## src/rtl/rra_pkg.sv

```systemverilog
// Shared types and constants for the ring record allocator.
// Holds the microcode word layout, datapath op codes and buffer geometry.
// No dependencies.
package rra_pkg;

  // Fixed field widths
  localparam int CFG_W = 17;
  localparam int PAY_W = 12;
  localparam int OFS_W = 16;
  localparam int SEQ_W = 32;
  localparam int EVC_W = 11;
  localparam int SZ_W  = 17;
  localparam int TOT_W = 13;

  // Buffer geometry
  localparam int MAX_BUFFER_BYTES = 65536;
  localparam int MIN_BUFFER_BYTES = 4096;
  localparam int HEADER_BYTES     = 64;
  localparam int OVERSIZE_LIMIT   = MIN_BUFFER_BYTES / 2;

  // Microprogram addresses
  localparam int STEP_W = 3;
  typedef logic [STEP_W-1:0] step_t;
  localparam step_t ST_IDLE    = 3'd0;
  localparam step_t ST_PREP    = 3'd1;
  localparam step_t ST_SCAN    = 3'd2;
  localparam step_t ST_PLACE   = 3'd3;
  localparam step_t ST_SPECIAL = 3'd4;

  // Datapath operations
  typedef enum logic [2:0] {
    OP_NONE,
    OP_LOAD,
    OP_PREP,
    OP_SCAN,
    OP_PLACE,
    OP_SPECIAL
  } op_t;

  // Jump conditions
  typedef enum logic [1:0] {
    C_NEVER,
    C_ALWAYS,
    C_SPECIAL,
    C_SCAN_MORE
  } cond_t;

  // One control word of the microprogram
  typedef struct packed {
    logic  accept;
    logic  emit;
    op_t   op;
    cond_t cond;
    step_t target;
  } ucode_t;

  // Sequencer to datapath
  typedef struct packed {
    op_t  op;
    logic fire;
  } dp_ctrl_t;

  // Datapath to sequencer
  typedef struct packed {
    logic special;
    logic scan_more;
    logic out_busy;
  } dp_stat_t;

endpackage

```

## src/rtl/rra_sequencer.sv

```systemverilog
// Microcode sequencer: step counter, control ROM and jump logic.
// Depends on rra_pkg.
module rra_sequencer (
  input  logic              clk,
  input  logic              rst_n,
  input  logic              in_valid,
  output logic              in_ready,
  input  rra_pkg::dp_stat_t stat,
  output rra_pkg::dp_ctrl_t ctrl
);
  import rra_pkg::*;

  step_t  step_r;
  step_t  step_nxt;
  ucode_t uw;
  logic   hold;
  logic   jump;

  // Control ROM
  always_comb begin
    unique case (step_r)
      ST_IDLE:    uw = '{accept: 1'b1, emit: 1'b0, op: OP_LOAD,
                         cond: C_NEVER, target: ST_IDLE};
      ST_PREP:    uw = '{accept: 1'b0, emit: 1'b0, op: OP_PREP,
                         cond: C_SPECIAL, target: ST_SPECIAL};
      ST_SCAN:    uw = '{accept: 1'b0, emit: 1'b0, op: OP_SCAN,
                         cond: C_SCAN_MORE, target: ST_SCAN};
      ST_PLACE:   uw = '{accept: 1'b0, emit: 1'b1, op: OP_PLACE,
                         cond: C_ALWAYS, target: ST_IDLE};
      ST_SPECIAL: uw = '{accept: 1'b0, emit: 1'b1, op: OP_SPECIAL,
                         cond: C_ALWAYS, target: ST_IDLE};
      default:    uw = '{accept: 1'b0, emit: 1'b0, op: OP_NONE,
                         cond: C_ALWAYS, target: ST_IDLE};
    endcase
  end

  // Hold on a missing item or a full result slot
  assign hold = (uw.accept && !in_valid) || (uw.emit && stat.out_busy);

  // Evaluate the jump condition
  always_comb begin
    unique case (uw.cond)
      C_NEVER:     jump = 1'b0;
      C_ALWAYS:    jump = 1'b1;
      C_SPECIAL:   jump = stat.special;
      C_SCAN_MORE: jump = stat.scan_more;
      default:     jump = 1'b0;
    endcase
  end

  // Advance the step counter
  always_comb begin
    if (hold) begin
      step_nxt = step_r;
    end else if (jump) begin
      step_nxt = uw.target;
    end else begin
      step_nxt = step_r + step_t'(1);
    end
  end

  always_ff @(posedge clk) begin
    if (!rst_n) begin
      step_r <= ST_IDLE;
    end else begin
      step_r <= step_nxt;
    end
  end

  assign in_ready  = uw.accept;
  assign ctrl.op   = uw.op;
  assign ctrl.fire = !hold;

endmodule

```

## config.mk

```make
export PLATFORM = sky130hd
export DESIGN_NAME = rra_sequencer
export DESIGN_NICKNAME = d
export VERILOG_FILES = /design/src/rtl/rra_pkg.sv /design/src/rtl/rra_sequencer.sv
export SDC_FILE = /design/constraint.sdc
export NUM_CORES = 1
export LEC_CHECK = 0
export BUFFER_PORTS_ARGS = -buffer_cell sky130_fd_sc_hd__buf_4
export CORE_AREA = 2 2 39 41
export DETAILED_ROUTE_END_ITERATION = 8
export DIE_AREA = 0 0 41 43
export RECOVER_POWER = 25
export SLEW_MARGIN = 30
export SYNTH_ARGS = -nofsm -noshare
export SYNTH_HDL_FRONTEND = slang
export SYNTH_SLANG_ARGS = --single-unit
```

## constraint.sdc

```tcl
create_clock -name clk -period 2.8 [get_ports clk]
set_input_delay 0.28 -clock clk [delete_from_list [all_inputs] [get_ports clk]]
set_output_delay 0.28 -clock clk [all_outputs]
set_load 0.03 [all_outputs]
```

* Yosys cells after proc, flatten, opt, wreduce, memory -nomap -nowiden
Index checks and enable logic that the tools add are counted.
** Operators by class
- Add/sub/neg operators :: 1
- Equality and inequality tests :: 7
- Multiplexer cells :: 3
- Reduce and logical (&&, ||, !) cells :: 7
** Operators with widths (number)
- $pmux W10 S5 :: 1
- $eq A3 B2 Y1 const B :: 2
- $eq A2 B2 Y1 const B :: 2
- $pmux W1 S4 :: 1
- $add A3 B1 Y3 const B :: 1
- $eq A3 B1 Y1 const B :: 1
- $eq A3 B3 Y1 const B :: 1
- $logic_not A3 Y1 :: 1
- $mux W3 :: 1
- $eq A2 B1 Y1 const B :: 1
- $logic_and A1 B1 Y1 :: 2
- $logic_not A1 Y1 :: 2
- $logic_not A2 Y1 :: 1
- $logic_or A1 B1 Y1 :: 1
** Word-level totals
- Register bits after elaboration :: 3
- Input bits :: 6
- Logic and storage cells :: 19

* Longest topological paths before layout
- Depth in word-level cells :: 5
- Depth in mapped cells :: 6

* Least setup slack after synthesis
Ideal clock, no wire load.
- Path kind :: register -> register
- Start :: reg step_r[0]
- End :: reg step_r[0]
- Library setup time :: 0.122 ns
- Arrival time :: 2.015 ns
- Path slack :: 0.663 ns
- Stages on the path, launching flop included :: 7
- Buffers on the path :: 0
- Period minus slack after synthesis :: 2.137 ns
- Cells stage by stage :: dfxtp_1 inv_1 ha_1 nor2b_2 o31ai_1 or2_2 a21boi_1
** Between the ends
- Longest elaborated chain between the ends :: 5
- Elaborated cells on any way between the ends :: 16
** RTL lines
- from (decl) :: line rra_sequencer.sv:13 : step_t step_r;
- from (signal assigned) :: line rra_sequencer.sv:66 : step_r <= step_nxt;
- $eq A3 B3 Y1 (tied with other cells) :: line rra_sequencer.sv:21 : unique case (step_r)
- $pmux W10 S5 :: line rra_sequencer.sv:21
- $eq A2 B2 Y1 (tied with other cells) :: line rra_sequencer.sv:42 : unique case (uw.cond)
- $pmux W1 S4 :: line rra_sequencer.sv:42
- $mux W3 :: line rra_sequencer.sv:55 : end else if (jump) begin
Parallel ways exist; a longest one is shown, timed or not.
A chain may end at the register's enable or synchronous reset.

==> results.cfg <==
[status]
status = completed

[clock_network]
cts_num_sinks = 3
cts_resized = 0
clock_latency_ns = 0.23
clk_path_buf_depth = 2
cts_tree = built
cts-root-buf = clkbuf_4
htree_levels = 1
cts_inserted_buffers = 3
ctsHoldBuffers = 0
cts_setup_buffers = 0
clk_pin_slew_ns = 0.03

[detailed_routing]
dr_wl_met2_um = 301
drt_iter0_markers = 1
wl_per_cell_um = 10.4
detail_route.first_pass.iterations = 3
wl_um = 705
wl_met3_um = 39
ant_nets = 0
vias_per_cell = 4.76
routed.top_layer = met3
drc = 0
vias = 324
wl_met1_um = 364

[worst_setup_path]
worst-endpoint-required_ns = 2.52
setup.worst_path.start = step_r[0]
r2r_start = step_r[0]
path_max_fanout = 6
startpoint_type = register
path_class = register to output pin
arrival_ns = 1.80
end_kind = output pin

[synthesis]
syn_area_per_cell_um2 = 8.15
syn_area_um2 = 318
ys_seq_area_frac = 0.189
ys_ff_latch = 3
syn_inst = 39
yosysTopAreaCellShare = 0.189
ys_warn_count = 0
synth_edf_count = 0
synth_nets = 49
async_flop_share = 0
synthDistinctLibCells = 25
synth_area_leaders = dfxtp_1 (19%), ha_1 (16%), o41ai_1 (5.5%)
ys.flop_type = dfxtp_1
synth_top_area_cell = dfxtp_1

[floorplan]
die_width_um = 41
initial_core_util = 0.230
rows = 14
die-area_um2 = 1760
core_area_um2 = 1380
die_h_um = 43
io_pins = 11

[grt]
grt_pass1_wl_um = 1110
antenna_found_initial = 0
grt_pass1_vias = 285
grt_usage = 0.0892
grt_max_degree = 10
grt_overflow = 0

[placed_design]
hpwlAfterDp_um = 566
post_dp_cell_area_um2 = 408
place_congestion = 0.662
preCtsSetupSlack_ns = 0.961
port_buffers = 10

[sta]
setup_tns_ns = 0
rsz0062_at_grt = no
layout_min_cycle_time_ns = 2.08
skew_ns = 0.00112
tightest_slew_ns = 0.449
period_share = 0.744
slew_violations = 0
slew_headroom = 0.698
setup_viol = 0
worst_slack_ns = 0.716
fmax_ghz = 0.480
hold_violations = 0

[cells_and_area]
postLayoutCoreUtil = 0.311
largest_register_ffs = 3
areaGrowthSynthToFinish_pct = 35.4
n_antenna_cell = 0
fin_area_um2 = 430
top_register = step_r
drive_above_1_share = 0.327
top_regs = step_r x3
nets = 63

[run]
maxCapViolCount = 0

[pwr]
leakagePower_nw = 0.184
power.total_mw = 0.493
ir_drop_uv = 318
p_per_area_nw_per_um2 = 1140

[worst_hold_path]
hp-start = rst_n
hold_class = input pin to register
## power by group
group | switching, mW | internal, mW
Combinational | 0.208 | 0.134
Sequential | 0.0178 | 0.0578
Clock | 0.0213 | 0.0533
Total | 0.247 | 0.245
## stage by stage
stage	instances	hold WS, ns
5_1_grt	68	0.323
3_5_place_dp	64	0.545
4_1_cts	68	0.300
2_1_floorplan	39	0.418
6_report	68	0.307
3_3_place_gp	64	0.539
## cell usage in the layout (no fill, tap or decap), types with 2 or more instances in the layout
cell | synthesis | layout
buf_4 | 0 | 9
inv_1 | 4 | 5
ha_1 | 4 | 4
nor2_1 | 3 | 3
clkbuf_4 | 0 | 3
dfxtp_1 | 3 | 3
o41ai_1 | 2 | 2
o21ai_0 | 2 | 2
a21boi_1 | 2 | 2
nand3_1 | 2 | 2
clkbuf_1 | 0 | 2
## area by class of cell
| class | count | area, um^2 |
|---|---|---|
| clock buffer | 4 | 26.3 |
| fill | 157 | 953 |
| inverter | 5 | 18.8 |
| multi-input combinational | 30 | 234 |
| sequential | 3 | 60.1 |
| tap | 16 | 20.0 |
| timing repair buffer | 10 | 71.3 |
## synthesized netlist by cell type, types with 2 or more instances
master	number
a21boi_1	2
nor2_1	3
nand3_1	2
ha_1	4
o41ai_1	2
inv_1	4
dfxtp_1	3
o21ai_0	2
## routing by layer
| metal | vias to the layer above | global-route usage |
|---|---|---|
| li1 | 167 | - |
| met1 | 149 | 0.125 |
| met2 | 8 | 0.128 |
| met3 | 0 | 0.0471 |
| met4 | 0 | 0 |
| met5 | - | 0 |
## cells by family (layout without fill, tap and decap cells)
| group | Yosys count | count (layout) | share of synthesized area |
|---|---|---|---|
| AOI/OAI and AO/OA | 12 | 12 | 0.287 |
| and+or+nand+nor | 12 | 12 | 0.221 |
| buffers and inverters | 6 | 19 | 0.0748 |
| adders and majority gates | 4 | 4 | 0.157 |
| DFF | 3 | 3 | 0.189 |
| muxes | 2 | 2 | 0.0709 |
## worst paths after layout
| path | slack [ns] | cells after the start | endpoint |
|---|---|---|---|
| max reg2reg | 1.10 | 6 | step_r[1] |
| max | 0.72 | 5 | ctrl[0] |
| min reg2reg | 0.57 | 2 | step_r[2] |
| min | 0.31 | 2 | step_r[2] |
## critical path, stage by stage (launching register included)
cell and delay, ns:
dfxtp_1 0.38, inv_1 0.09, ha_1 0.26, nor2b_2 0.19, o31ai_1 0.39, buf_4 0.25
No activity file was read; power rests on OpenSTA's default activity.
